`src/rtl/core/fupc_pkg.sv`:
```
// Package for the firmware update packet checker core.
// Types, constants and result codes shared by all rtl/core files; no dependencies.
package fupc_pkg;

    localparam int STORE_BYTES    = 40;
    localparam int MAX_DATA_BYTES = 32;
    localparam int STORE_AW       = $clog2(STORE_BYTES);
    localparam int QUEUE_DEPTH    = 2;

    // byte offsets inside a packet
    localparam int ADDR_OFS = 1;
    localparam int SIZE_OFS = 2;
    localparam int CNT_OFS  = 5;
    localparam int DATA_OFS = 6;
    localparam int WAIT_OFS = 6;

    localparam logic [7:0]  START_CMD      = 8'hAA;
    localparam logic [7:0]  START_LEN      = 8'd10;
    localparam logic [7:0]  HDR_LEN        = 8'd7;
    localparam logic [23:0] APP_START_RST  = 24'd4096;
    localparam logic [24:0] FLASH_SIZE_RST = 25'h0040000;

    localparam logic KIND_WRITE   = 1'b0;
    localparam logic KIND_VERDICT = 1'b1;

    typedef enum logic [3:0] {
        CODE_START_OK   = 4'd0,
        CODE_START_BAD  = 4'd1,
        CODE_BOOT_APP   = 4'd2,
        CODE_PROGRAMMED = 4'd3,
        CODE_NACK_CSUM  = 4'd4,
        CODE_NACK_LEN   = 4'd5,
        CODE_NACK_GAP   = 4'd6,
        CODE_DUPLICATE  = 4'd7,
        CODE_BAD_LEN    = 4'd8,
        CODE_DONE       = 4'd9,
        CODE_TOO_LARGE  = 4'd10,
        CODE_TMO_IGN    = 4'd11,
        CODE_HALTED     = 4'd12
    } code_t;

    typedef enum logic {
        CFG_APP_START  = 1'b0,
        CFG_FLASH_SIZE = 1'b1
    } cfg_idx_t;

    typedef enum logic [1:0] {
        JOB_HALTED  = 2'd0,
        JOB_TIMEOUT = 2'd1,
        JOB_PACKET  = 2'd2
    } job_kind_t;

    typedef struct packed {
        job_kind_t   kind;
        logic [7:0]  len;
        logic [15:0] sum;
    } job_t;

    typedef struct packed {
        logic idle;
        logic halted;
    } status_t;

endpackage

```
`src/rtl/core/fupc_ifs.sv`:
```
// Channel interfaces of the firmware update packet checker core.
// Input byte channel, result channel and configuration write channel; uses fupc_pkg.
interface fupc_in_if;
    logic       valid;
    logic       ready;
    logic       op;
    logic [7:0] data_byte;

    modport source (output valid, output op, output data_byte, input ready);
    modport sink   (input valid, input op, input data_byte, output ready);
endinterface

interface fupc_out_if;
    logic        valid;
    logic        ready;
    logic        kind;
    logic [3:0]  code;
    logic [31:0] address;
    logic [31:0] data_word;
    logic [31:0] wait_time;
    logic        last;

    modport source (output valid, output kind, output code, output address,
                    output data_word, output wait_time, output last, input ready);
    modport sink   (input valid, input kind, input code, input address,
                    input data_word, input wait_time, input last, output ready);
endinterface

interface fupc_cfg_if;
    logic                valid;
    logic                ready;
    fupc_pkg::cfg_idx_t  index;
    logic [24:0]         wdata;

    modport source (output valid, output index, output wdata, input ready);
    modport sink   (input valid, input index, input wdata, output ready);
endinterface

```
`src/rtl/core/fupc_queue.sv`:
```
// Short job queue between the front and back end of the packet checker.
// Holds fupc_pkg::job_t entries; uses fupc_pkg.
module fupc_queue (
    input  logic           clk,
    input  logic           rst_n,
    input  logic           push,
    input  fupc_pkg::job_t din,
    input  logic           pop,
    output fupc_pkg::job_t dout,
    output logic           empty,
    output logic           full
);

    localparam int QPW = (fupc_pkg::QUEUE_DEPTH > 1) ? $clog2(fupc_pkg::QUEUE_DEPTH) : 1;
    localparam int QCW = $clog2(fupc_pkg::QUEUE_DEPTH + 1);

    fupc_pkg::job_t   entry_reg [fupc_pkg::QUEUE_DEPTH];
    logic [QPW-1:0]   wr_ptr_reg, wr_ptr_next;
    logic [QPW-1:0]   rd_ptr_reg, rd_ptr_next;
    logic [QCW-1:0]   cnt_reg, cnt_next;
    logic             do_push, do_pop;

    assign empty   = (cnt_reg == '0);
    assign full    = (cnt_reg == QCW'(fupc_pkg::QUEUE_DEPTH));
    assign do_push = push && !full;
    assign do_pop  = pop && !empty;
    assign dout    = entry_reg[rd_ptr_reg];

    always_comb
    begin
        wr_ptr_next = wr_ptr_reg;
        rd_ptr_next = rd_ptr_reg;
        cnt_next    = cnt_reg;
        if (do_push)
        begin
            wr_ptr_next = (wr_ptr_reg == QPW'(fupc_pkg::QUEUE_DEPTH - 1)) ? '0
                                                                        : wr_ptr_reg + 1'b1;
        end
        if (do_pop)
        begin
            rd_ptr_next = (rd_ptr_reg == QPW'(fupc_pkg::QUEUE_DEPTH - 1)) ? '0
                                                                        : rd_ptr_reg + 1'b1;
        end
        unique case ({do_push, do_pop})
            2'b10:   cnt_next = cnt_reg + 1'b1;
            2'b01:   cnt_next = cnt_reg - 1'b1;
            default: cnt_next = cnt_reg;
        endcase
    end

    always_ff @(posedge clk or negedge rst_n)
    begin
        if (!rst_n)
        begin
            wr_ptr_reg <= '0;
            rd_ptr_reg <= '0;
            cnt_reg    <= '0;
        end
        else
        begin
            wr_ptr_reg <= wr_ptr_next;
            rd_ptr_reg <= rd_ptr_next;
            cnt_reg    <= cnt_next;
        end
    end

    always_ff @(posedge clk)
    begin
        if (do_push)
        begin
            entry_reg[wr_ptr_reg] <= din;
        end
    end

endmodule

```
`src/rtl/core/fupc_front.sv`:
```
// Front end of the packet checker: takes input beats, tracks packet framing,
// fills the packet store and queues one job per beat that needs a verdict. Uses fupc_pkg.
module fupc_front (
    input  logic                            clk,
    input  logic                            rst_n,
    fupc_in_if.sink                         rx,
    input  fupc_pkg::status_t               st,
    input  logic                            q_empty,
    output logic                            q_push,
    output fupc_pkg::job_t                  q_din,
    input  logic [fupc_pkg::STORE_AW-1:0]   rd_addr,
    output logic [7:0]                      rd_data
);

    localparam int AW = fupc_pkg::STORE_AW;

    logic [7:0]  byte_index_reg, byte_index_next;
    logic [7:0]  pkt_len_reg, pkt_len_next;
    logic [15:0] run_sum_reg, run_sum_next;
    logic [7:0]  store_mem [fupc_pkg::STORE_BYTES];
    logic [7:0]  rd_data_reg;
    logic        we;
    logic [AW-1:0] wa;
    logic        accept;

    // back end must be idle so the store is not overwritten under it
    assign rx.ready = st.idle && q_empty;
    assign accept   = rx.valid && rx.ready;
    assign rd_data  = rd_data_reg;

    always_comb
    begin
        byte_index_next = byte_index_reg;
        pkt_len_next    = pkt_len_reg;
        run_sum_next    = run_sum_reg;
        q_push          = 1'b0;
        q_din.kind      = fupc_pkg::JOB_PACKET;
        q_din.len       = pkt_len_reg;
        q_din.sum       = run_sum_reg;
        we              = 1'b0;
        wa              = '0;
        if (accept)
        begin
            if (st.halted)
            begin
                byte_index_next = '0;
                q_push          = 1'b1;
                q_din.kind      = fupc_pkg::JOB_HALTED;
            end
            else if (rx.op)
            begin
                // partial packet is dropped
                byte_index_next = '0;
                q_push          = 1'b1;
                q_din.kind      = fupc_pkg::JOB_TIMEOUT;
            end
            else if (byte_index_reg == '0)
            begin
                pkt_len_next = rx.data_byte;
                run_sum_next = '0;
                we           = 1'b1;
                q_din.len    = rx.data_byte;
                q_din.sum    = '0;
                if (rx.data_byte == '0)
                begin
                    q_push = 1'b1;
                end
                else
                begin
                    byte_index_next = 8'd1;
                end
            end
            else
            begin
                run_sum_next = run_sum_reg + {8'b0, rx.data_byte};
                q_din.sum    = run_sum_next;
                if ({1'b0, byte_index_reg} < 9'(fupc_pkg::STORE_BYTES))
                begin
                    we = 1'b1;
                    wa = byte_index_reg[AW-1:0];
                end
                if (byte_index_reg == pkt_len_reg)
                begin
                    q_push          = 1'b1;
                    byte_index_next = '0;
                end
                else
                begin
                    byte_index_next = byte_index_reg + 8'd1;
                end
            end
        end
    end

    always_ff @(posedge clk or negedge rst_n)
    begin
        if (!rst_n)
        begin
            byte_index_reg <= '0;
            pkt_len_reg    <= '0;
            run_sum_reg    <= '0;
        end
        else
        begin
            byte_index_reg <= byte_index_next;
            pkt_len_reg    <= pkt_len_next;
            run_sum_reg    <= run_sum_next;
        end
    end

    always_ff @(posedge clk)
    begin
        if (we)
        begin
            store_mem[wa] <= rx.data_byte;
        end
        rd_data_reg <= store_mem[rd_addr];
    end

endmodule

```
`src/rtl/core/fupc_back.sv`:
```
// Back end of the packet checker: pops jobs, reads the packet store one byte a
// cycle, judges packets, owns phase and address state, drives the result register.
// Uses fupc_pkg and the channel interfaces.
module fupc_back (
    input  logic                            clk,
    input  logic                            rst_n,
    fupc_out_if.source                      res,
    fupc_cfg_if.sink                        cfg,
    input  logic                            q_empty,
    input  fupc_pkg::job_t                  q_dout,
    output logic                            q_pop,
    output fupc_pkg::status_t               st,
    output logic [fupc_pkg::STORE_AW-1:0]   rd_addr,
    input  logic [7:0]                      rd_data
);

    localparam int AW = fupc_pkg::STORE_AW;

    typedef enum logic [11:0] {
        S_IDLE    = 12'b0000_0000_0001,
        S_FETCH   = 12'b0000_0000_0010,
        S_ST_CMD  = 12'b0000_0000_0100,
        S_ST_SIZE = 12'b0000_0000_1000,
        S_ST_WAIT = 12'b0000_0001_0000,
        S_ST_DONE = 12'b0000_0010_0000,
        S_PG_ADDR = 12'b0000_0100_0000,
        S_PG_CNT  = 12'b0000_1000_0000,
        S_PG_CSUM = 12'b0001_0000_0000,
        S_PG_NEXT = 12'b0010_0000_0000,
        S_PG_WORD = 12'b0100_0000_0000,
        S_OUT     = 12'b1000_0000_0000
    } state_t;

    typedef enum logic [2:0] {
        PH_START   = 3'b001,
        PH_PROGRAM = 3'b010,
        PH_HALT    = 3'b100
    } phase_t;

    state_t        state_reg, state_next;
    state_t        ret_reg, ret_next;
    state_t        nxt_reg, nxt_next;
    phase_t        phase_reg, phase_next;

    logic [AW-1:0] rd_addr_reg, rd_addr_next;
    logic [2:0]    remain_reg, remain_next;
    logic          pend_reg, pend_next;
    logic          le_reg, le_next;
    logic [31:0]   sh_reg, sh_next;

    logic [7:0]    job_len_reg, job_len_next;
    logic [15:0]   job_sum_reg, job_sum_next;
    logic [31:0]   size_reg, size_next;
    logic [31:0]   wait_reg, wait_next;
    logic [31:0]   end_reg, end_next;
    logic [31:0]   exp_reg, exp_next;
    logic [7:0]    cnt_reg, cnt_next;
    logic [7:0]    k_reg, k_next;
    logic [23:0]   app_start_reg, app_start_next;
    logic [24:0]   flash_size_reg, flash_size_next;

    logic          res_kind_reg, res_kind_next;
    logic [3:0]    res_code_reg, res_code_next;
    logic [31:0]   res_addr_reg, res_addr_next;
    logic [31:0]   res_word_reg, res_word_next;
    logic [31:0]   res_wait_reg, res_wait_next;
    logic          res_last_reg, res_last_next;

    logic          out_valid_reg, out_valid_next;
    logic          out_kind_reg, out_kind_next;
    logic [3:0]    out_code_reg, out_code_next;
    logic [31:0]   out_addr_reg, out_addr_next;
    logic [31:0]   out_word_reg, out_word_next;
    logic [31:0]   out_wait_reg, out_wait_next;
    logic          out_last_reg, out_last_next;

    // fetch and emit requests from the state decode
    logic          fetch_go;
    logic [AW-1:0] fetch_addr;
    logic [2:0]    fetch_n;
    logic          fetch_le;
    state_t        fetch_ret;
    logic          emit_go;
    logic          emit_kind;
    fupc_pkg::code_t emit_code;
    logic [31:0]   emit_addr;
    logic [31:0]   emit_word;
    logic [31:0]   emit_wait;
    logic          emit_last;
    state_t        emit_nxt;

    logic          out_free;
    logic [32:0]   end_sum;
    logic [31:0]   exp_sum;
    logic [15:0]   csum;
    logic          cnt_bad;

    assign out_free   = !out_valid_reg || res.ready;
    assign end_sum    = {9'b0, app_start_reg} + {1'b0, size_reg};
    assign exp_sum    = exp_reg + {24'b0, cnt_reg};
    assign csum       = job_sum_reg - {8'b0, sh_reg[15:8]} - {8'b0, sh_reg[7:0]} + sh_reg[15:0];
    assign cnt_bad    = (cnt_reg[1:0] != 2'b00) || (cnt_reg > 8'(fupc_pkg::MAX_DATA_BYTES))
                        || (cnt_reg > (job_len_reg - fupc_pkg::HDR_LEN));

    assign st.idle    = (state_reg == S_IDLE);
    assign st.halted  = (phase_reg == PH_HALT);
    assign rd_addr    = rd_addr_reg;
    assign cfg.ready  = 1'b1;

    assign res.valid     = out_valid_reg;
    assign res.kind      = out_kind_reg;
    assign res.code      = out_code_reg;
    assign res.address   = out_addr_reg;
    assign res.data_word = out_word_reg;
    assign res.wait_time = out_wait_reg;
    assign res.last      = out_last_reg;

    always_comb
    begin
        state_next      = state_reg;
        ret_next        = ret_reg;
        nxt_next        = nxt_reg;
        phase_next      = phase_reg;
        rd_addr_next    = rd_addr_reg;
        remain_next     = remain_reg;
        pend_next       = pend_reg;
        le_next         = le_reg;
        sh_next         = sh_reg;
        job_len_next    = job_len_reg;
        job_sum_next    = job_sum_reg;
        size_next       = size_reg;
        wait_next       = wait_reg;
        end_next        = end_reg;
        exp_next        = exp_reg;
        cnt_next        = cnt_reg;
        k_next          = k_reg;
        app_start_next  = app_start_reg;
        flash_size_next = flash_size_reg;
        res_kind_next   = res_kind_reg;
        res_code_next   = res_code_reg;
        res_addr_next   = res_addr_reg;
        res_word_next   = res_word_reg;
        res_wait_next   = res_wait_reg;
        res_last_next   = res_last_reg;
        out_valid_next  = out_valid_reg && !res.ready;
        out_kind_next   = out_kind_reg;
        out_code_next   = out_code_reg;
        out_addr_next   = out_addr_reg;
        out_word_next   = out_word_reg;
        out_wait_next   = out_wait_reg;
        out_last_next   = out_last_reg;
        q_pop           = 1'b0;

        fetch_go   = 1'b0;
        fetch_addr = '0;
        fetch_n    = 3'd1;
        fetch_le   = 1'b0;
        fetch_ret  = S_IDLE;
        emit_go    = 1'b0;
        emit_kind  = fupc_pkg::KIND_VERDICT;
        emit_code  = fupc_pkg::CODE_HALTED;
        emit_addr  = '0;
        emit_word  = '0;
        emit_wait  = '0;
        emit_last  = 1'b1;
        emit_nxt   = S_IDLE;

        if (cfg.valid && cfg.ready)
        begin
            unique case (cfg.index)
                fupc_pkg::CFG_APP_START:  app_start_next  = cfg.wdata[23:0];
                fupc_pkg::CFG_FLASH_SIZE: flash_size_next = cfg.wdata;
            endcase
        end

        unique case (state_reg)
            S_IDLE:
            begin
                if (!q_empty)
                begin
                    q_pop        = 1'b1;
                    job_len_next = q_dout.len;
                    job_sum_next = q_dout.sum;
                    unique case (q_dout.kind)
                        fupc_pkg::JOB_TIMEOUT:
                        begin
                            emit_go = 1'b1;
                            if (phase_reg == PH_START)
                            begin
                                phase_next = PH_HALT;
                                emit_code  = fupc_pkg::CODE_BOOT_APP;
                            end
                            else
                            begin
                                emit_code = fupc_pkg::CODE_TMO_IGN;
                            end
                        end
                        fupc_pkg::JOB_PACKET:
                        begin
                            if (phase_reg == PH_START)
                            begin
                                if (q_dout.len == '0)
                                begin
                                    // empty start packet acts as a timeout
                                    phase_next = PH_HALT;
                                    emit_go    = 1'b1;
                                    emit_code  = fupc_pkg::CODE_BOOT_APP;
                                end
                                else if (q_dout.len == fupc_pkg::START_LEN)
                                begin
                                    fetch_go   = 1'b1;
                                    fetch_addr = AW'(fupc_pkg::ADDR_OFS);
                                    fetch_n    = 3'd1;
                                    fetch_ret  = S_ST_CMD;
                                end
                                else
                                begin
                                    phase_next = PH_HALT;
                                    emit_go    = 1'b1;
                                    emit_code  = fupc_pkg::CODE_START_BAD;
                                end
                            end
                            else if ((q_dout.len > fupc_pkg::HDR_LEN) &&
                                     ({1'b0, q_dout.len} < 9'(fupc_pkg::STORE_BYTES)))
                            begin
                                fetch_go   = 1'b1;
                                fetch_addr = AW'(fupc_pkg::ADDR_OFS);
                                fetch_n    = 3'd4;
                                fetch_ret  = S_PG_ADDR;
                            end
                            else
                            begin
                                emit_go   = 1'b1;
                                emit_code = fupc_pkg::CODE_BAD_LEN;
                            end
                        end
                        default:
                        begin
                            emit_go   = 1'b1;
                            emit_code = fupc_pkg::CODE_HALTED;
                        end
                    endcase
                end
            end
            S_FETCH:
            begin
                // read data arrives in the cycle after its address
                if (pend_reg)
                begin
                    sh_next = le_reg ? {rd_data, sh_reg[31:8]} : {sh_reg[23:0], rd_data};
                end
                if (remain_reg != 3'd0)
                begin
                    rd_addr_next = rd_addr_reg + 1'b1;
                    remain_next  = remain_reg - 3'd1;
                    pend_next    = 1'b1;
                end
                else
                begin
                    pend_next  = 1'b0;
                    state_next = ret_reg;
                end
            end
            S_ST_CMD:
            begin
                if ((sh_reg[7:0] == fupc_pkg::START_CMD) && (job_sum_reg[7:0] == 8'd0))
                begin
                    fetch_go   = 1'b1;
                    fetch_addr = AW'(fupc_pkg::SIZE_OFS);
                    fetch_n    = 3'd4;
                    fetch_ret  = S_ST_SIZE;
                end
                else
                begin
                    phase_next = PH_HALT;
                    emit_go    = 1'b1;
                    emit_code  = fupc_pkg::CODE_START_BAD;
                end
            end
            S_ST_SIZE:
            begin
                size_next  = sh_reg;
                fetch_go   = 1'b1;
                fetch_addr = AW'(fupc_pkg::WAIT_OFS);
                fetch_n    = 3'd4;
                fetch_ret  = S_ST_WAIT;
            end
            S_ST_WAIT:
            begin
                wait_next = sh_reg;
                emit_go   = 1'b1;
                emit_addr = size_reg;
                emit_wait = sh_reg;
                if (end_sum > {8'b0, flash_size_reg})
                begin
                    phase_next = PH_HALT;
                    emit_code  = fupc_pkg::CODE_TOO_LARGE;
                end
                else
                begin
                    end_next  = end_sum[31:0];
                    exp_next  = {8'b0, app_start_reg};
                    emit_code = fupc_pkg::CODE_START_OK;
                    if (size_reg == '0)
                    begin
                        // empty image: done right after the start verdict
                        emit_last = 1'b0;
                        emit_nxt  = S_ST_DONE;
                    end
                    else
                    begin
                        phase_next = PH_PROGRAM;
                    end
                end
            end
            S_ST_DONE:
            begin
                phase_next = PH_HALT;
                emit_go    = 1'b1;
                emit_code  = fupc_pkg::CODE_DONE;
            end
            S_PG_ADDR:
            begin
                if (sh_reg > exp_reg)
                begin
                    emit_go   = 1'b1;
                    emit_code = fupc_pkg::CODE_NACK_GAP;
                end
                else if (sh_reg < exp_reg)
                begin
                    emit_go   = 1'b1;
                    emit_code = fupc_pkg::CODE_DUPLICATE;
                end
                else
                begin
                    fetch_go   = 1'b1;
                    fetch_addr = AW'(fupc_pkg::CNT_OFS);
                    fetch_n    = 3'd1;
                    fetch_ret  = S_PG_CNT;
                end
            end
            S_PG_CNT:
            begin
                cnt_next   = sh_reg[7:0];
                fetch_go   = 1'b1;
                fetch_addr = job_len_reg[AW-1:0] - AW'(1);
                fetch_n    = 3'd2;
                fetch_ret  = S_PG_CSUM;
            end
            S_PG_CSUM:
            begin
                if (csum != 16'd0)
                begin
                    emit_go   = 1'b1;
                    emit_code = fupc_pkg::CODE_NACK_CSUM;
                end
                else if (cnt_bad)
                begin
                    emit_go   = 1'b1;
                    emit_code = fupc_pkg::CODE_NACK_LEN;
                end
                else
                begin
                    k_next     = '0;
                    state_next = S_PG_NEXT;
                end
            end
            S_PG_NEXT:
            begin
                if (k_reg < cnt_reg)
                begin
                    fetch_go   = 1'b1;
                    fetch_addr = AW'(k_reg) + AW'(fupc_pkg::DATA_OFS);
                    fetch_n    = 3'd4;
                    fetch_le   = 1'b1;
                    fetch_ret  = S_PG_WORD;
                end
                else
                begin
                    exp_next = exp_sum;
                    emit_go  = 1'b1;
                    if (exp_sum >= end_reg)
                    begin
                        phase_next = PH_HALT;
                        emit_code  = fupc_pkg::CODE_DONE;
                    end
                    else
                    begin
                        emit_code = fupc_pkg::CODE_PROGRAMMED;
                    end
                end
            end
            S_PG_WORD:
            begin
                k_next    = k_reg + 8'd4;
                emit_go   = 1'b1;
                emit_kind = fupc_pkg::KIND_WRITE;
                emit_code = fupc_pkg::CODE_START_OK;
                emit_addr = exp_reg + {24'b0, k_reg};
                emit_word = sh_reg;
                emit_last = 1'b0;
                emit_nxt  = S_PG_NEXT;
            end
            S_OUT:
            begin
                if (out_free)
                begin
                    out_valid_next = 1'b1;
                    out_kind_next  = res_kind_reg;
                    out_code_next  = res_code_reg;
                    out_addr_next  = res_addr_reg;
                    out_word_next  = res_word_reg;
                    out_wait_next  = res_wait_reg;
                    out_last_next  = res_last_reg;
                    state_next     = nxt_reg;
                end
            end
            default:
            begin
                state_next = S_IDLE;
            end
        endcase

        if (fetch_go)
        begin
            rd_addr_next = fetch_addr;
            remain_next  = fetch_n;
            pend_next    = 1'b0;
            le_next      = fetch_le;
            ret_next     = fetch_ret;
            sh_next      = '0;
            state_next   = S_FETCH;
        end
        if (emit_go)
        begin
            res_kind_next = emit_kind;
            res_code_next = emit_code;
            res_addr_next = emit_addr;
            res_word_next = emit_word;
            res_wait_next = emit_wait;
            res_last_next = emit_last;
            nxt_next      = emit_nxt;
            state_next    = S_OUT;
        end
    end

    always_ff @(posedge clk or negedge rst_n)
    begin
        if (!rst_n)
        begin
            state_reg      <= S_IDLE;
            ret_reg        <= S_IDLE;
            nxt_reg        <= S_IDLE;
            phase_reg      <= PH_START;
            remain_reg     <= '0;
            pend_reg       <= 1'b0;
            out_valid_reg  <= 1'b0;
            app_start_reg  <= fupc_pkg::APP_START_RST;
            flash_size_reg <= fupc_pkg::FLASH_SIZE_RST;
            exp_reg        <= '0;
            end_reg        <= '0;
            wait_reg       <= '0;
        end
        else
        begin
            state_reg      <= state_next;
            ret_reg        <= ret_next;
            nxt_reg        <= nxt_next;
            phase_reg      <= phase_next;
            remain_reg     <= remain_next;
            pend_reg       <= pend_next;
            out_valid_reg  <= out_valid_next;
            app_start_reg  <= app_start_next;
            flash_size_reg <= flash_size_next;
            exp_reg        <= exp_next;
            end_reg        <= end_next;
            wait_reg       <= wait_next;
        end
    end

    always_ff @(posedge clk)
    begin
        rd_addr_reg   <= rd_addr_next;
        le_reg        <= le_next;
        sh_reg        <= sh_next;
        job_len_reg   <= job_len_next;
        job_sum_reg   <= job_sum_next;
        size_reg      <= size_next;
        cnt_reg       <= cnt_next;
        k_reg         <= k_next;
        res_kind_reg  <= res_kind_next;
        res_code_reg  <= res_code_next;
        res_addr_reg  <= res_addr_next;
        res_word_reg  <= res_word_next;
        res_wait_reg  <= res_wait_next;
        res_last_reg  <= res_last_next;
        out_kind_reg  <= out_kind_next;
        out_code_reg  <= out_code_next;
        out_addr_reg  <= out_addr_next;
        out_word_reg  <= out_word_next;
        out_wait_reg  <= out_wait_next;
        out_last_reg  <= out_last_next;
    end

endmodule

```
`src/rtl/core/firmware_update_packet_checker_core.sv`:
```
// Timing: a closing beat, a timeout or a beat while halted queues a job, popped the next
// cycle; the back end reads the packet store one byte at a time, and each result is decided
// and then loaded into the output register. The input is held off until the job's last
// result is loaded, so no new beat is taken while a job is still being judged.
// Reset: async; clears framing, phase, queue; loads config defaults; store not cleared.
module firmware_update_packet_checker_core (
    input  logic        clk,
    input  logic        rst_n,
    fupc_in_if.sink     rx,
    fupc_out_if.source  res,
    fupc_cfg_if.sink    cfg
);

    logic                          q_push;
    logic                          q_pop;
    logic                          q_empty;
    logic                          q_full;
    fupc_pkg::job_t                q_din;
    fupc_pkg::job_t                q_dout;
    fupc_pkg::status_t             st;
    logic [fupc_pkg::STORE_AW-1:0] rd_addr;
    logic [7:0]                    rd_data;

    fupc_front u_front (
        .clk     (clk),
        .rst_n   (rst_n),
        .rx      (rx),
        .st      (st),
        .q_empty (q_empty),
        .q_push  (q_push),
        .q_din   (q_din),
        .rd_addr (rd_addr),
        .rd_data (rd_data)
    );

    fupc_queue u_queue (
        .clk   (clk),
        .rst_n (rst_n),
        .push  (q_push),
        .din   (q_din),
        .pop   (q_pop),
        .dout  (q_dout),
        .empty (q_empty),
        .full  (q_full)
    );

    fupc_back u_back (
        .clk     (clk),
        .rst_n   (rst_n),
        .res     (res),
        .cfg     (cfg),
        .q_empty (q_empty),
        .q_dout  (q_dout),
        .q_pop   (q_pop),
        .st      (st),
        .rd_addr (rd_addr),
        .rd_data (rd_data)
    );

    a_queue_no_overflow: assert property (@(posedge clk) disable iff (!rst_n)
        q_push |-> !q_full)
        else $error("job pushed into full queue");

    a_pop_nonempty: assert property (@(posedge clk) disable iff (!rst_n)
        q_pop |-> !q_empty)
        else $error("job popped from empty queue");

    a_halt_jobs: assert property (@(posedge clk) disable iff (!rst_n)
        (q_push && st.halted) |-> (q_din.kind == fupc_pkg::JOB_HALTED))
        else $error("non-halt job queued while halted");

    a_write_beat: assert property (@(posedge clk) disable iff (!rst_n)
        (res.valid && (res.kind == fupc_pkg::KIND_WRITE)) |->
        ((res.code == fupc_pkg::CODE_START_OK) && (res.wait_time == 32'd0) && !res.last))
        else $error("malformed word write beat");

endmodule

```
`src/flat_wrapper.sv`:
```
// flat-port wrapper written by rule: the top's interface ports become plain ports
module firmware_update_packet_checker_core_flat 
  (clk, rst_n, rx_valid, rx_op, rx_data_byte, rx_ready, res_valid, res_kind, res_code, res_address, res_data_word, res_wait_time, res_last, res_ready, cfg_valid, cfg_index, cfg_wdata, cfg_ready);
  fupc_in_if rx_i ();
  fupc_out_if res_i ();
  fupc_cfg_if cfg_i ();
  input  logic clk;
  input  logic rst_n;
  input wire logic [$bits(rx_i.valid)-1:0] rx_valid;
  input wire logic [$bits(rx_i.op)-1:0] rx_op;
  input wire logic [$bits(rx_i.data_byte)-1:0] rx_data_byte;
  output wire logic [$bits(rx_i.ready)-1:0] rx_ready;
  output wire logic [$bits(res_i.valid)-1:0] res_valid;
  output wire logic [$bits(res_i.kind)-1:0] res_kind;
  output wire logic [$bits(res_i.code)-1:0] res_code;
  output wire logic [$bits(res_i.address)-1:0] res_address;
  output wire logic [$bits(res_i.data_word)-1:0] res_data_word;
  output wire logic [$bits(res_i.wait_time)-1:0] res_wait_time;
  output wire logic [$bits(res_i.last)-1:0] res_last;
  input wire logic [$bits(res_i.ready)-1:0] res_ready;
  input wire logic [$bits(cfg_i.valid)-1:0] cfg_valid;
  input wire logic [$bits(cfg_i.index)-1:0] cfg_index;
  input wire logic [$bits(cfg_i.wdata)-1:0] cfg_wdata;
  output wire logic [$bits(cfg_i.ready)-1:0] cfg_ready;
  assign rx_i.valid = rx_valid;
  assign rx_i.op = rx_op;
  assign rx_i.data_byte = rx_data_byte;
  assign rx_ready = rx_i.ready;
  assign res_valid = res_i.valid;
  assign res_kind = res_i.kind;
  assign res_code = res_i.code;
  assign res_address = res_i.address;
  assign res_data_word = res_i.data_word;
  assign res_wait_time = res_i.wait_time;
  assign res_last = res_i.last;
  assign res_i.ready = res_ready;
  assign cfg_i.valid = cfg_valid;
  assign cfg_i.index = cfg_index;
  assign cfg_i.wdata = cfg_wdata;
  assign cfg_ready = cfg_i.ready;
  firmware_update_packet_checker_core u_core (.clk(clk), .rst_n(rst_n), .rx(rx_i), .res(res_i), .cfg(cfg_i));
endmodule
```
`config.mk`:
```
export PLATFORM = sky130hd
export DESIGN_NAME = firmware_update_packet_checker_core_flat
export DESIGN_NICKNAME = d
export VERILOG_FILES = /design/src/rtl/core/fupc_pkg.sv /design/src/rtl/core/fupc_ifs.sv /design/src/rtl/core/fupc_queue.sv /design/src/rtl/core/fupc_front.sv /design/src/rtl/core/fupc_back.sv /design/src/rtl/core/firmware_update_packet_checker_core.sv /design/src/flat_wrapper.sv
export SDC_FILE = /design/constraint.sdc
export NUM_CORES = 2
export LEC_CHECK = 0
export BUFFER_PORTS_ARGS = -buffer_cell sky130_fd_sc_hd__buf_4
export CELL_PAD_IN_SITES_DETAIL_PLACEMENT = 0
export CELL_PAD_IN_SITES_GLOBAL_PLACEMENT = 2
export CORE_MARGIN = 4
export CORE_UTILIZATION = 35
export DETAILED_ROUTE_END_ITERATION = 8
export PLACE_DENSITY = 0.65
export SYNTH_ARGS = -nofsm -noshare
export SYNTH_HDL_FRONTEND = slang
export SYNTH_SLANG_ARGS = --single-unit
```
`constraint.sdc`:
```
create_clock -name clk -period 16.42 [get_ports clk]
set_clock_uncertainty 0.15 [all_clocks]
set_input_delay 4.926 -clock clk [delete_from_list [all_inputs] [get_ports clk]]
set_output_delay 4.926 -clock clk [all_outputs]
set_load 0.01 [all_outputs]
```
After elaboration in Yosys (flattened, before gate mapping)
Memories as Yosys holds them, arrays and structs flattened. A register that Yosys moved wholly into a read port is not among the register bits. Cells that the tools add are included.

Memory bits (writable): 372. Register bits after elaboration: 508. Memories: 2.

Memory list: u_core.u_front.store_mem (words 40, width 8, read ports 1, clocked after memory_dff 1, wr ports 1, line fupc_front.sv:20) `logic [7:0] store_mem [fupc_pkg::STORE_BYTES];`; u_core.u_queue.entry_reg (words 2, width 26, read ports 1, clocked after memory_dff 0, wr ports 1, line fupc_queue.sv:17) `fupc_pkg::job_t entry_reg [fupc_pkg::QUEUE_DEPTH];`.

Add/subtract/negate cells: 18. Mux-type cells: 151. Order comparisons: 10. Bitwise operators: 5. Reduce and logical (&&, ||, !) cells: 45. Equality and inequality tests: 40.

Operator list (number): $pmux 32 s2 (2); $mux 12 (9); $mux 32 (3); $mux 6 (14); $mux 8 (10); $mux 3 (24); $pmux 12 s6 (1); $add 32x8->32 (2); $mux 4 (14); $mux 1 (52); $mux 24 (2); $pmux 12 s4 (1); $pmux 6 s6 (1); $add 24x32->33 (1); $gt 33x25->1 (1); $ge 32x32->1 (1); $gt 32x32->1 (1); $logic_not 32->1 (1); $logic_not 8->1 (4); $lt 32x32->1 (1); $pmux 4 s8 (1); $sub 16x8->16 (2); $pmux 3 s5 (2); $mux 26 (1); 69 further kinds (118).

Longest topological paths before layout
An unclocked memory read counts as a cell.

Word-level depth: 10. Depth in mapped cells: 23.

By module
A second synthesis with hierarchy kept.

Cells, all modules: 3157. Area, all modules: 41456.0 um2.

By module, submodules not included: fupc_back (sequential area each 12689.7 um2, area an instance 24576.1 um2, times used 1, cells an instance 2242); fupc_front (sequential area each 10570.1 um2, area an instance 14706.6 um2, times used 1, cells an instance 816); fupc_queue (sequential area each 1661.6 um2, area an instance 2173.3 um2, times used 1, cells an instance 99).

Least setup slack after synthesis
No wires, ideal clock.

Path kind: input -> register. Start point: in res_ready. End point: reg u_core.u_back.out_addr_reg[0], in the netlist u_core.u_back.res.address[0] (enable). Stages on the path: 2. Slack: 6.464 ns. Arrival time: 9.241 ns. Path through: nor2b_1 -> nor2_1.

Cells in the longest elaborated chain, start to end: 2.

RTL lines: start, declared (line flat_wrapper.sv:20) `input wire logic [$bits(res_i.ready)-1:0] res_ready;`; $logic_or 1x1->1 (line fupc_back.sv:98) `assign out_free = !out_valid_reg || res.ready;`; $reduce_and 2->1 (no line); end signal, assigned (line fupc_back.sv:499) `out_addr_reg <= out_addr_next;`; end, declared (line fupc_back.sv:72) `logic [31:0] out_addr_reg, out_addr_next;`.

No other way between the ends. A chain may end at the register's enable or synchronous reset.

Final worst setup path
Start point: reg u_core.u_back.state_reg[3]. End point: out rx_ready.

Cells in the longest elaborated chain, start to end: 2.

RTL lines: start, declared (line fupc_back.sv:40) `state_t state_reg, state_next;`; start signal, assigned (line fupc_back.sv:466) `state_reg <= state_next;`; $eq 12x1->1 (line fupc_back.sv:105) `assign st.idle = (state_reg == S_IDLE);`; $logic_and 1x1->1 (line fupc_front.sv:27) `assign rx.ready = st.idle && q_empty;`; end, declared (line flat_wrapper.sv:12) `output wire logic [$bits(rx_i.ready)-1:0] rx_ready;`.

No other way between the ends.

==> impl_metrics.py <==
metrics = {
    "cts": {
        "cts_resized": 0,
        "cts_buffer_depth": 3,
        "numCtsBuffers": 98,
        "postCtsSetupRepairBufs": 0,
        "cts_root_buf": "clkbuf_16",
        "clk_latency_ps": 710,
        "h-tree-depth": 3,
        "path_clk_slew_ps": 60,
        "cts_tree": "yes",
        "clock_sinks": 873,
        "cts_hold_buf": 0,
    },
    "pwr": {
        "peakVddDrop_mv": 0.142,
        "power_density_nw_per_um2": 149,
        "power.leakage_nw": 17.8,
        "power_mw": 7.07,
    },
    "sta": {
        "final-max-slew-violation-count": 0,
        "hold_viol": 0,
        "hold_slack_ps": 243,
        "worstMarginPinSlew_ps": 1250,
        "min_period_ps": 8070,
        "rsz0062_at_grt": "no",
        "setup_viol": 0,
        "tns_ps": 0,
        "fin_crit_sh_pct": 49.2,
        "max_freq_mhz": 124,
        "slew_headroom_pct": 16.6,
    },
    "cells_and_area": {
        "postLayoutCellArea_um2": 47500,
        "drive_gt1_share_pct": 17.7,
        "final_cells": 4883,
        "n_antenna_cell": 0,
        "largest_reg_flops": 320,
        "area_growth_pct": 14.8,
        "regArea_um2": 24900,
        "fillers": 10900,
        "multi_input_area_um2": 15300,
        "fin_nets": 3524,
    },
    "floorplan": {
        "die_x_um": 352,
        "die_area_um2": 124000,
        "ios": 145,
        "die_h_um": 352,
        "start_util_pct": 35.4,
        "core_um2": 117000,
        "row_count": 125,
    },
    "drt": {
        "wl_mm": 118,
        "wl_per_cell_um": 24.1,
        "vias_per_cell": 5.31,
        "drcViolationCount": 0,
        "initialDrtViolationCount": 1810,
        "first_pass_iters": 5,
        "vias": 26000,
        "ant_nets": 0,
    },
    "place": {
        "placedCellCount": 4700,
        "globalplace.congestion": 0.885,
        "place_area_um2": 44200,
        "numPortBuffers": 143,
        "place_hpwl_mm": 85.1,
    },
    "worst_setup_path": {
        "critical_path_peak_fanout": 7,
        "reg2reg_depth": 18,
        "worstSetupEndpointType": "primary output",
        "arrival_ps": 2990,
        "reg2reg_to": "u_core.u_back.end_reg[14]",
        "crit_start": "u_core.u_back.state_reg[3]",
        "rr_startpoint": "u_core.u_back.size_reg[0]",
        "critPathKind": "register to primary output",
        "start_kind": "register",
        "required_ps": 11340,
        "reg2reg_setup_slack_ps": 9420,
    },
    "grt": {
        "grt_max_degree": 82,
        "grt_pass1_wl_mm": 175,
        "grt_antenna_before_repair": 1,
        "grt_remaining_overflow": 0,
        "grt.total_usage_pct": 19.0,
        "grt_pass1_vias": 26600,
    },
    "synth": {
        "yosysTopAreaCell": "edfxtp_1",
        "synthAdderAreaFrac_pct": 6.55,
        "synth_mux_area_share_pct": 9.53,
        "synth_top_area_share_pct": 47.4,
        "synthTopCellsByArea": "edfxtp_1, dfrtp_1, ha_1",
        "ys_async_sr_fraction_pct": 20.6,
        "synth_area_um2": 41300,
        "synth-seq-area-share_pct": 60.3,
        "ys_warn_count": 0,
        "synth-simple-area-share_pct": 9.63,
        "synth_flop_cell": "edfxtp_1",
        "syn-num-nets": 3363,
        "synth_top_family_by_area": "simple AND/OR/NAND/NOR gates",
        "syn_avg_cell_area_um2": 13.3,
        "syn_inst": 3115,
        "synth_edf_count": 653,
        "synth_xor_xnor_area_share_pct": 2.69,
        "synth_compound_area_share_pct": 8.38,
        "ys_ff_latch": 873,
        "ys_types": 90,
    },
    "outcome": {
        "status": "finished, final reports clean",
    },
    "hold_path": {
        "holdPathStages": 0,
        "hold_start": "u_core.u_back.res_word_reg[29]",
        "hold_path.class": "register to register",
        "min_to": "u_core.u_back.res.data_word[29]",
    },
    "run": {
        "timing.max_cap.violations": 0,
    },
}
-- through the flow --
step,setup slack [ps],utilization (%)
4_1_cts,8450,40.7
3_3_place_gp,8220,37.8
6_report,8350,40.7
5_1_grt,8290,40.7
2_1_floorplan,6460,-
3_5_place_dp,8280,37.8
-- power by group --
part | internal (mW) | leakage [nW] | switching [mW]
Sequential | 2.74 | 8.70 | 0.194
Combinational | 0.746 | 7.54 | 1.17
Clock | 1.28 | 1.59 | 0.935
Total | 4.77 | 17.8 | 2.30
-- cells in the final DEF, fill, tap and decap left out, types with 22 or more instances in the layout --
master / count
o21ai_0: 135
nand4_1: 48
xor2_1: 28
edfxtp_1: 653
a21o_1: 26
dfxtp_1: 40
ha_1: 194
dfrtp_1: 174
a211oi_1: 52
nor4_1: 24
clkinv_2: 22
clkbuf_16: 98
nor2b_1: 35
a21oi_1: 138
mux4_2: 96
nor3_1: 46
mux2_2: 111
nand3_1: 79
mux2i_1: 47
inv_1: 187
nor2_1: 249
xnor2_1: 99
and2_1: 47
nand2_1: 166
buf_4: 178
-- worst max-delay path, stage by stage, from the launching register on --
cell	delay, ps
dfrtp_1	440
nor3_1	630
nand4_1	420
nor3_1	570
buf_4	250
-- cell families after synthesis --
| family | after synthesis |
|---|---|
| other cells | 1 |
| simple gates | 809 |
| fa+ha+maj | 208 |
| flops | 873 |
| buf+inv | 307 |
| xor+xnor | 127 |
| mux | 259 |
| compound gates | 531 |
-- Yosys cell counts (all sizes together) (12+ instances only) --
library cell    n
edfxtp        653
nor2          253
ha            194
inv           189
dfrtp         174
nand2         168
a21oi         143
o21ai         137
mux2          116
xnor2          99
mux4           96
clkbuf         89
nand3          79
a211oi         54
and2           49
nand4          49
mux2i          47
nor3           46
dfxtp          40
nor2b          36
buf            29
xor2           28
a21o           26
nor4           26
o31ai          20
o211ai         19
and3           17
or3            17
nand2b         16
o21a           16
fa             14
a31oi          13
and4           12
-- worst max-delay path by stage --
stage	to	depth (start not counted)
4_1_cts	rx_ready	4
3_5_place_dp	u_core.u_queue.entry_reg[0][10]	13
5_1_grt	rx_ready	4
2_1_floorplan	u_core.u_back.res.address[0]	2
3_3_place_gp	u_core.u_queue.entry_reg[0][14]	13
6_report	rx_ready	4
-- routing by layer --
layer / vias to the layer above / part of all wire [%] / track usage (%) / wire (µm)
met3: 180 / 4.1 / 2.41 / 4820
li1: 12000 / - / - / -
met1: 13200 / 44 / 25.2 / 51600
met4: 0 / 2.8 / 5.48 / 3290
met5: - / 0 / 0 / 0
met2: 609 / 49 / 32.7 / 58200
-- area by class of cell --
class / count / share of cell area, %
Inverter: 189 / 1.50
Sequential cell: 873 / 52.5
Timing Repair Buffer: 179 / 2.85
Clock inverter: 65 / 1.56
Clock buffer: 118 / 5.39
Multi-Input combinational cell: 1935 / 32.2
Tap cell: 1524 / 4.02
No activity file was read; power rests on OpenSTA's default activity.
